[src/hw/rtl/record_play_key_controller_defines.svh]
// Assertion macros for the record/play key controller.
`ifndef RECORD_PLAY_KEY_CONTROLLER_DEFINES_SVH
`define RECORD_PLAY_KEY_CONTROLLER_DEFINES_SVH

`ifndef SYNTH

// expr holds at every clock edge out of reset
`define RPK_ASSERT_ALWAYS(label, expr) \
   label: assert property (@(posedge clock) disable iff (reset) (expr)) \
      else $error("rpk assertion failed: always");

// cons holds in the same cycle as ante
`define RPK_ASSERT_IMPLY(label, ante, cons) \
   label: assert property (@(posedge clock) disable iff (reset) (ante) |-> (cons)) \
      else $error("rpk assertion failed: implication");

// cons holds in the cycle after ante
`define RPK_ASSERT_NEXT(label, ante, cons) \
   label: assert property (@(posedge clock) disable iff (reset) (ante) |=> (cons)) \
      else $error("rpk assertion failed: next cycle");

`else

`define RPK_ASSERT_ALWAYS(label, expr)
`define RPK_ASSERT_IMPLY(label, ante, cons)
`define RPK_ASSERT_NEXT(label, ante, cons)

`endif

`endif

[src/hw/rtl/rpk_pkg.sv]
// Types, constants and register indexes shared by the record/play key controller.
package rpk_pkg;

   localparam int STABLE_CAP_DEFAULT = 5;
   localparam int TIME_WIDTH_DEFAULT = 32;

   localparam int CNT_W      = 3;
   localparam int LONG_W     = 16;
   localparam int MAX_REC_W  = 20;
   localparam int CSR_IDX_W  = 2;
   localparam int CSR_DATA_W = MAX_REC_W;

   typedef enum logic [CSR_IDX_W-1:0] {
      CSR_LONG_PRESS   = 2'd0,
      CSR_MAX_RECORD   = 2'd1,
      CSR_STABLE_POLLS = 2'd2
   } rpk_csr_idx_type;

   localparam logic [LONG_W-1:0]    LONG_PRESS_RESET   = 16'd100;
   localparam logic [MAX_REC_W-1:0] MAX_RECORD_RESET   = 20'd500;
   localparam logic [CNT_W-1:0]     STABLE_POLLS_RESET = 3'd2;

   typedef struct packed {
      logic        record_key_level;
      logic        play_key_level;
      logic [31:0] time_now;
      logic        start_ok;
      logic        play_ok;
      logic        playback_done;
      logic        store_full;
   } rpk_req_type;

   typedef struct packed {
      logic recording;
      logic playing_recording;
      logic has_recording;
      logic start_record;
      logic stop_record;
      logic start_playback;
      logic stop_playback;
      logic start_failed;
   } rpk_rsp_type;

   typedef struct packed {
      logic [LONG_W-1:0]    long_press_ticks;
      logic [MAX_REC_W-1:0] max_record_ticks;
      logic [CNT_W-1:0]     stable_polls_needed;
   } rpk_cfg_type;

   typedef struct packed {
      logic             rec_last;
      logic             rec_stable;
      logic [CNT_W-1:0] rec_cnt;
      logic             armed;
      logic             recording;
      logic             has_rec;
      logic             playing;
      logic             play_last;
      logic             play_stable;
      logic [CNT_W-1:0] play_cnt;
   } rpk_flags_type;

   localparam rpk_flags_type FLAGS_RESET = '{
      rec_last:    1'b1,
      rec_stable:  1'b1,
      rec_cnt:     '0,
      armed:       1'b0,
      recording:   1'b0,
      has_rec:     1'b0,
      playing:     1'b0,
      play_last:   1'b1,
      play_stable: 1'b1,
      play_cnt:    '0
   };

endpackage

[src/hw/rtl/rpk_step.sv]
// Per-request update of key debounce, long press and record/playback state.
module rpk_step
   import rpk_pkg::*;
#(
   parameter int STABLE_CAP = STABLE_CAP_DEFAULT,
   parameter int TIME_WIDTH = TIME_WIDTH_DEFAULT
) (
   input  rpk_req_type           req,
   input  rpk_cfg_type           cfg,
   input  rpk_flags_type         flags_cur,
   input  logic [TIME_WIDTH-1:0] press_time_cur,
   input  logic [TIME_WIDTH-1:0] start_time_cur,
   output rpk_flags_type         flags_nxt,
   output logic [TIME_WIDTH-1:0] press_time_nxt,
   output logic [TIME_WIDTH-1:0] start_time_nxt,
   output rpk_rsp_type           rsp
);

   localparam int SUM_W = (TIME_WIDTH > MAX_REC_W) ? TIME_WIDTH : MAX_REC_W;
   localparam logic [CNT_W-1:0] CAP = CNT_W'(STABLE_CAP);

   rpk_flags_type         f;
   rpk_rsp_type           p;
   logic [TIME_WIDTH-1:0] now;
   logic [TIME_WIDTH-1:0] pt;
   logic [TIME_WIDTH-1:0] st;
   logic [SUM_W-1:0]      press_diff;
   logic [SUM_W-1:0]      max_diff;
   logic                  rec_lvl;
   logic                  play_lvl;
   logic                  play_press;

   always_comb begin
      f          = flags_cur;
      pt         = press_time_cur;
      st         = start_time_cur;
      p          = '0;
      now        = req.time_now[TIME_WIDTH-1:0];
      rec_lvl    = req.record_key_level;
      play_lvl   = req.play_key_level;
      play_press = 1'b0;
      press_diff = '0;
      max_diff   = '0;

      // record key
      if (rec_lvl == f.rec_last) begin
         if (f.rec_cnt < CAP) begin
            f.rec_cnt = f.rec_cnt + 1'b1;
         end
      end else begin
         f.rec_cnt  = '0;
         f.rec_last = rec_lvl;
      end

      if (f.recording && rec_lvl) begin
         f.recording   = 1'b0;
         f.has_rec     = 1'b1;
         p.stop_record = 1'b1;
         f.rec_stable  = 1'b1;
         f.armed       = 1'b0;
      end else begin
         if (f.rec_cnt >= cfg.stable_polls_needed && f.rec_stable != rec_lvl) begin
            f.rec_stable = rec_lvl;
            if (!rec_lvl) begin
               pt = now;
            end else if (f.armed) begin
               f.recording   = 1'b0;
               f.has_rec     = 1'b1;
               p.stop_record = 1'b1;
            end
            f.armed = 1'b0;
         end

         press_diff = SUM_W'(pt) + SUM_W'(cfg.long_press_ticks) - SUM_W'(now);
         if (!f.rec_stable && !f.armed && press_diff[TIME_WIDTH-1]) begin
            f.armed = 1'b1;
            if (!f.recording) begin
               if (f.playing) begin
                  f.playing       = 1'b0;
                  p.stop_playback = 1'b1;
               end
               if (req.start_ok) begin
                  f.recording    = 1'b1;
                  st             = now;
                  p.start_record = 1'b1;
               end else begin
                  p.start_failed = 1'b1;
               end
            end
         end

         max_diff = SUM_W'(st) + SUM_W'(cfg.max_record_ticks) - SUM_W'(now);
         if (f.recording && max_diff[TIME_WIDTH-1]) begin
            f.recording   = 1'b0;
            f.has_rec     = 1'b1;
            p.stop_record = 1'b1;
         end
      end

      // play key, ignored while recording
      if (!f.recording) begin
         if (play_lvl == f.play_last) begin
            if (f.play_cnt < CAP) begin
               f.play_cnt = f.play_cnt + 1'b1;
            end
         end else begin
            f.play_cnt  = '0;
            f.play_last = play_lvl;
         end
         if (f.play_cnt >= cfg.stable_polls_needed && f.play_stable != play_lvl) begin
            f.play_stable = play_lvl;
            play_press    = !play_lvl;
         end
         if (play_press) begin
            if (f.playing) begin
               f.playing       = 1'b0;
               p.stop_playback = 1'b1;
            end else if (req.play_ok) begin
               f.has_rec        = 1'b1;
               f.playing        = 1'b1;
               p.start_playback = 1'b1;
            end else begin
               f.has_rec      = 1'b0;
               p.start_failed = 1'b1;
            end
         end
      end

      if (req.store_full && f.recording) begin
         f.recording   = 1'b0;
         f.has_rec     = 1'b1;
         p.stop_record = 1'b1;
      end
      if (req.playback_done && f.playing) begin
         f.playing       = 1'b0;
         p.stop_playback = 1'b1;
      end

      p.recording         = f.recording;
      p.playing_recording = f.playing;
      p.has_recording     = f.has_rec;
   end

   assign flags_nxt      = f;
   assign press_time_nxt = pt;
   assign start_time_nxt = st;
   assign rsp            = p;

endmodule

[src/hw/rtl/record_play_key_controller.sv]
// Top level of the record/play key controller: request, result and register stages.
//
// channel   direction  handshake               payload
// req_      in         req_valid / req_stall   req_data  (rpk_req_type)
// rsp_      out        rsp_valid / rsp_stall   rsp_data  (rpk_rsp_type)
// csr_      in         csr_valid / csr_ready   csr_index, csr_data
//
// One request per cycle unless rsp_stall holds; request register feeds result register.
// The state update sits in the single pass between those two registers.
// Synchronous reset restores register defaults and the key, recording and playback state.
// rsp_stall holds the result and backs up to req_stall in the same cycle.
// csr_ready is always high; writes to an unlisted index are dropped.
`include "record_play_key_controller_defines.svh"

module record_play_key_controller
   import rpk_pkg::*;
#(
   parameter int STABLE_CAP = STABLE_CAP_DEFAULT,
   parameter int TIME_WIDTH = TIME_WIDTH_DEFAULT
) (
   input  logic                  clock,
   input  logic                  reset,
   input  logic                  req_valid,
   output logic                  req_stall,
   input  rpk_req_type           req_data,
   output logic                  rsp_valid,
   input  logic                  rsp_stall,
   output rpk_rsp_type           rsp_data,
   input  logic                  csr_valid,
   output logic                  csr_ready,
   input  logic [CSR_IDX_W-1:0]  csr_index,
   input  logic [CSR_DATA_W-1:0] csr_data
);

   logic                  req_valid_ff, req_valid_in;
   rpk_req_type           req_ff;
   logic                  rsp_valid_ff, rsp_valid_in;
   rpk_rsp_type           rsp_ff;
   rpk_cfg_type           cfg_ff, cfg_in;
   rpk_flags_type         flags_ff, flags_in;
   logic [TIME_WIDTH-1:0] press_time_ff, press_time_in;
   logic [TIME_WIDTH-1:0] start_time_ff, start_time_in;
   rpk_rsp_type           step_rsp;
   logic                  advance;
   logic                  req_take;
   logic                  process;

   rpk_step #(
      .STABLE_CAP (STABLE_CAP),
      .TIME_WIDTH (TIME_WIDTH)
   ) u_step (
      .req            (req_ff),
      .cfg            (cfg_ff),
      .flags_cur      (flags_ff),
      .press_time_cur (press_time_ff),
      .start_time_cur (start_time_ff),
      .flags_nxt      (flags_in),
      .press_time_nxt (press_time_in),
      .start_time_nxt (start_time_in),
      .rsp            (step_rsp)
   );

   assign advance   = !rsp_valid_ff || !rsp_stall;
   assign process   = req_valid_ff && advance;
   assign req_stall = req_valid_ff && !advance;
   assign req_take  = req_valid && !req_stall;
   assign csr_ready = 1'b1;
   assign rsp_valid = rsp_valid_ff;
   assign rsp_data  = rsp_ff;

   always_comb begin
      if (req_take) begin
         req_valid_in = 1'b1;
      end else if (advance) begin
         req_valid_in = 1'b0;
      end else begin
         req_valid_in = req_valid_ff;
      end

      if (process) begin
         rsp_valid_in = 1'b1;
      end else if (advance) begin
         rsp_valid_in = 1'b0;
      end else begin
         rsp_valid_in = rsp_valid_ff;
      end

      cfg_in = cfg_ff;
      if (csr_valid && csr_ready) begin
         case (rpk_csr_idx_type'(csr_index))
            CSR_LONG_PRESS:   cfg_in.long_press_ticks    = csr_data[LONG_W-1:0];
            CSR_MAX_RECORD:   cfg_in.max_record_ticks    = csr_data[MAX_REC_W-1:0];
            CSR_STABLE_POLLS: cfg_in.stable_polls_needed = csr_data[CNT_W-1:0];
            default:          cfg_in = cfg_ff;
         endcase
      end
   end

   always_ff @(posedge clock) begin
      if (reset) begin
         req_valid_ff                   <= 1'b0;
         rsp_valid_ff                   <= 1'b0;
         cfg_ff.long_press_ticks        <= LONG_PRESS_RESET;
         cfg_ff.max_record_ticks        <= MAX_RECORD_RESET;
         cfg_ff.stable_polls_needed     <= STABLE_POLLS_RESET;
         flags_ff                       <= FLAGS_RESET;
         press_time_ff                  <= '0;
         start_time_ff                  <= '0;
      end else begin
         req_valid_ff <= req_valid_in;
         rsp_valid_ff <= rsp_valid_in;
         cfg_ff       <= cfg_in;
         if (process) begin
            flags_ff      <= flags_in;
            press_time_ff <= press_time_in;
            start_time_ff <= start_time_in;
         end
      end
   end

   always_ff @(posedge clock) begin
      if (req_take) begin
         req_ff <= req_data;
      end
      if (process) begin
         rsp_ff <= step_rsp;
      end
   end

   `RPK_ASSERT_ALWAYS(a_rec_play_exclusive, !(flags_ff.recording && flags_ff.playing))
   `RPK_ASSERT_ALWAYS(a_cnt_capped, (flags_ff.rec_cnt <= CNT_W'(STABLE_CAP)) && (flags_ff.play_cnt <= CNT_W'(STABLE_CAP)))
   `RPK_ASSERT_IMPLY(a_empty_out_no_stall, !rsp_valid_ff, !req_stall)
   `RPK_ASSERT_NEXT(a_process_fills_out, process, rsp_valid_ff)
   `RPK_ASSERT_IMPLY(a_play_start_not_rec, rsp_valid_ff && rsp_ff.start_playback, !rsp_ff.recording)

endmodule
[config.mk]
export PLATFORM = sky130hd
export DESIGN_NAME = record_play_key_controller
export DESIGN_NICKNAME = d
export VERILOG_FILES = /design/src/hw/rtl/rpk_pkg.sv /design/src/hw/rtl/rpk_step.sv /design/src/hw/rtl/record_play_key_controller.sv
export VERILOG_INCLUDE_DIRS = /design/src /design/src/hw/rtl
export SDC_FILE = /design/constraint.sdc
export NUM_CORES = 1
export LEC_CHECK = 0
export ABC_AREA = 1
export BUFFER_PORTS_ARGS = -buffer_cell sky130_fd_sc_hd__buf_2
export CAP_MARGIN = 10
export CORE_ASPECT_RATIO = 1.5
export CORE_MARGIN = 5
export CORE_UTILIZATION = 45
export CTS_CLUSTER_SIZE = 16
export DETAILED_ROUTE_END_ITERATION = 10
export MAX_ROUTING_LAYER = met4
export SETUP_SLACK_MARGIN = 0.3
export SYNTH_ARGS = -nofsm -noshare
export SYNTH_HDL_FRONTEND = slang
export SYNTH_HIERARCHICAL = 1
export SYNTH_SLANG_ARGS = --single-unit
[constraint.sdc]
create_clock -name clock -period 15.5 [get_ports clock]
set_input_delay 4.65 -clock clock [delete_from_list [all_inputs] [get_ports clock]]
set_output_delay 4.65 -clock clock [all_outputs]
set_load 0.01 [all_outputs]
==> results.yml <==
setup_path:
  crit_path_frequent_cell: "buf_2"
  cp_slowest_cell: "buf_2"
  cpLargestDelayFamily: "buffers and inverters"
  cp_max_fo: 3
  crit_arrival_ns: 5.07
  cp-end-kind: "primary output"
  cp-start-kind: "input pin"
  required_ns: 10.85
  crit_chain: "buf_2, nand3_1, inv_1, buf_2"
  critPathBufInv: 3
  cpPeakStageDelay_ns: 0.12
  critPathKind: "in -> out"
final_layout:
  fillers: 2419
  final_util_pct: 49.7
  nets: 1688
  syn2layout_area_growth_pct: 9.46
  drive_gt1_share_pct: 10.3
  n_antenna_cell: 0
die:
  placementRows: 70
  die_x_um: 138
  start_util_pct: 45.4
  top_level_ports: 76
  core_um2: 24300
  dieArea_um2: 27800
  fp.dieH_um: 202
global_routing:
  antenna_found_initial: 0
  grt_pass1_wl_um: 40900
  grt_pass1_vias: 8708
  grtUsageTotal_pct: 18.7
  grt_max_degree: 91
  grt_overflow: 0
clocking:
  cts-root-buf: "clkbuf_16"
  ctsHtreeMaxLevel: 4
  cts.sinks: 165
  postCtsSetupBuffers: 0
  cts_tree: "built"
  cts_made_buffers: 17
  clk_pin_slew_ns: 0.07
  cts_hold_buf: 0
  cts-resized-gates: 0
  clk_latency_ns: 0.44
  cts_buffer_depth: 2
power:
  ir_drop_v: 0.0000882
  pwr_density_cell_nw_per_um2: 104
  leakagePower_nw: 6.15
  power_mw: 1.26
synth:
  ys_warn_count: 6
  netlist_area_um2: 11000
  synthTopCellsByArea: "dfxtp_1, edfxtp_1, ha_1"
  seq_area_frac_synth_pct: 34.2
  synth_edf_count: 46
  synth-seq-cells: 165
  ys.flop_type: "dfxtp_1"
  synth_nets: 1658
  asyncSetResetFlopFracSynth_pct: 0
  post_synth_num_cell_types: 39
  yosys.area.top_type: "dfxtp_1"
  avgSynthCellArea_um2: 7.54
  syn_inst: 1461
  synth_top_area_share_pct: 21.6
timing:
  max_slew_margin_pct: 31.9
  setup_viol: 0
  slew_violations: 0
  finalSetupTns_ns: 0
  clock_skew_ns: 0.0115
  fmax_mhz: 103
  rsz0062_at_grt: "false"
  holdWs_ns: 0.457
  finalCritPeriodShare_pct: 62.7
  finalHoldViolCount: 0
  period_minus_slack_ns: 9.72
  tightest_slew_ns: 1.02
detailed_routing:
  drcViolationCount: 0
  ant_nets: 0
  wl_per_cell_um: 13.2
  wirelength_um: 24100
  viasPerCell: 4.93
  first_pass_iters: 5
  drt_iter0_markers: 446
  vias: 9019
hold_path:
  hp-class: "reg -> reg"
placement:
  gp_congestion: 0.819
  hpwlAfterDp_um: 16000
  io_buffer_count: 74
flow_run:
  drv_cap: 0
run_status:
  outcome: "finished clean"
==> cells by family (layout without fill, tap and decap cells) <==
family                   Yosys count  in the layout  share of synthesized area (%)
AND/OR/NAND/NOR                  690            690                           27.8
buffers and inverters            294            337                           11.3
AO/OA/AOI/OAI                    177            177                           9.19
flip-flops                       165            165                           34.2
adder cells (fa/ha/maj)          132            132                           17.3
XOR/XNOR                           2              2                          0.159
other                              1              1                         0.0340
==> sequential cells by signal (all words and copies together), names as in the netlist <==
register	flops
rsp_valid	1
req_ff	38
flags_ff	14
start_time_ff	32
press_time_ff	32
req_valid_ff	1
rsp_data	8
cfg_ff	39
==> Yosys cell counts, types with 29 or more instances <==
library cell and instances:
o21ai_0 69, nand2_1 312, a21oi_1 49, nor2_1 214, inv_1 212, fa_1 34
dfxtp_1 119, clkbuf_1 29, edfxtp_1 46, nand3_1 60, ha_1 98, nand3b_1 74
==> final timing paths <==
kind | to | slack (ns) | startpoint | cells past startpoint
worst min register to register | cfg_ff[29] | 0.46 | cfg_ff[29] | 2
worst max register to register | flags_ff[6] | 6.84 | req_ff[37] | 46
worst max-delay path | req_stall | 5.78 | rsp_stall | 4
worst min-delay path | cfg_ff[29] | 0.46 | cfg_ff[29] | 2
==> per-stage QoR <==
step                      worst slack (ns)  cells  cell area, µm²
after global routing                  5.73   1828           12100
after detailed placement              5.78   1796           11400
after CTS                             5.78   1828           12100
after global placement                5.79   1796           11400
after floorplan                       6.00   1461           11000
final                                 5.78   1828           12100
==> per-layer routing <==
| metal | up-vias | track usage (%) | share of wire, % |
|---|---|---|---|
| met3 | 39 | 3.18 | 3.0 |
| met5 | - | - | 0 |
| li1 | 4679 | - | - |
| met4 | 0 | 6.25 | 2.1 |
| met1 | 4176 | 21.4 | 44 |
| met2 | 125 | 32.7 | 50 |
==> final cells by class <==
class | instances | area (µm²) | area share [%]
clock inverters | 10 | 115 | 0.954
clock buffers | 22 | 508 | 4.21
well taps | 324 | 405 | 3.36
multi-input cells | 1002 | 6010 | 49.8
repair buffers | 79 | 408 | 3.38
flip-flops and latches | 165 | 3760 | 31.2
inverters | 226 | 850 | 7.04
==> where the power goes <==
group	leakage, nW	total [mW]	internal, mW	switching [mW]
logic	4.41	0.319	0.128	0.192
clock network	0.310	0.448	0.267	0.181
registers	1.43	0.491	0.473	0.0177
total	6.15	1.26	0.868	0.391
==> tightest hold or removal path, cell delays in order (launching register included) <==
cell,delay [ns]
dfxtp_1,0.32
nand2_1,0.05
nand3_1,0.05
==> layout by cell type (no fill, tap or decap), types with 5 or more instances in the layout <==
master / netlist / layout
dfxtp_1: 119 / 118
clkbuf_16: 0 / 20
o21ai_1: 15 / 15
nand2_1: 312 / 312
o21a_1: 20 / 20
fa_1: 34 / 34
nand3_1: 60 / 60
inv_1: 212 / 211
ha_1: 98 / 98
clkinv_2: 0 / 5
nand3b_1: 74 / 74
o21ai_0: 69 / 69
inv_2: 14 / 14
edfxtp_1: 46 / 46
a21oi_1: 49 / 49
buf_4: 8 / 5
nand2_2: 6 / 6
buf_2: 19 / 74
nand4_1: 8 / 8
nor2_1: 214 / 213
o21ai_2: 11 / 11
Power figures use the tool's default switching activity.
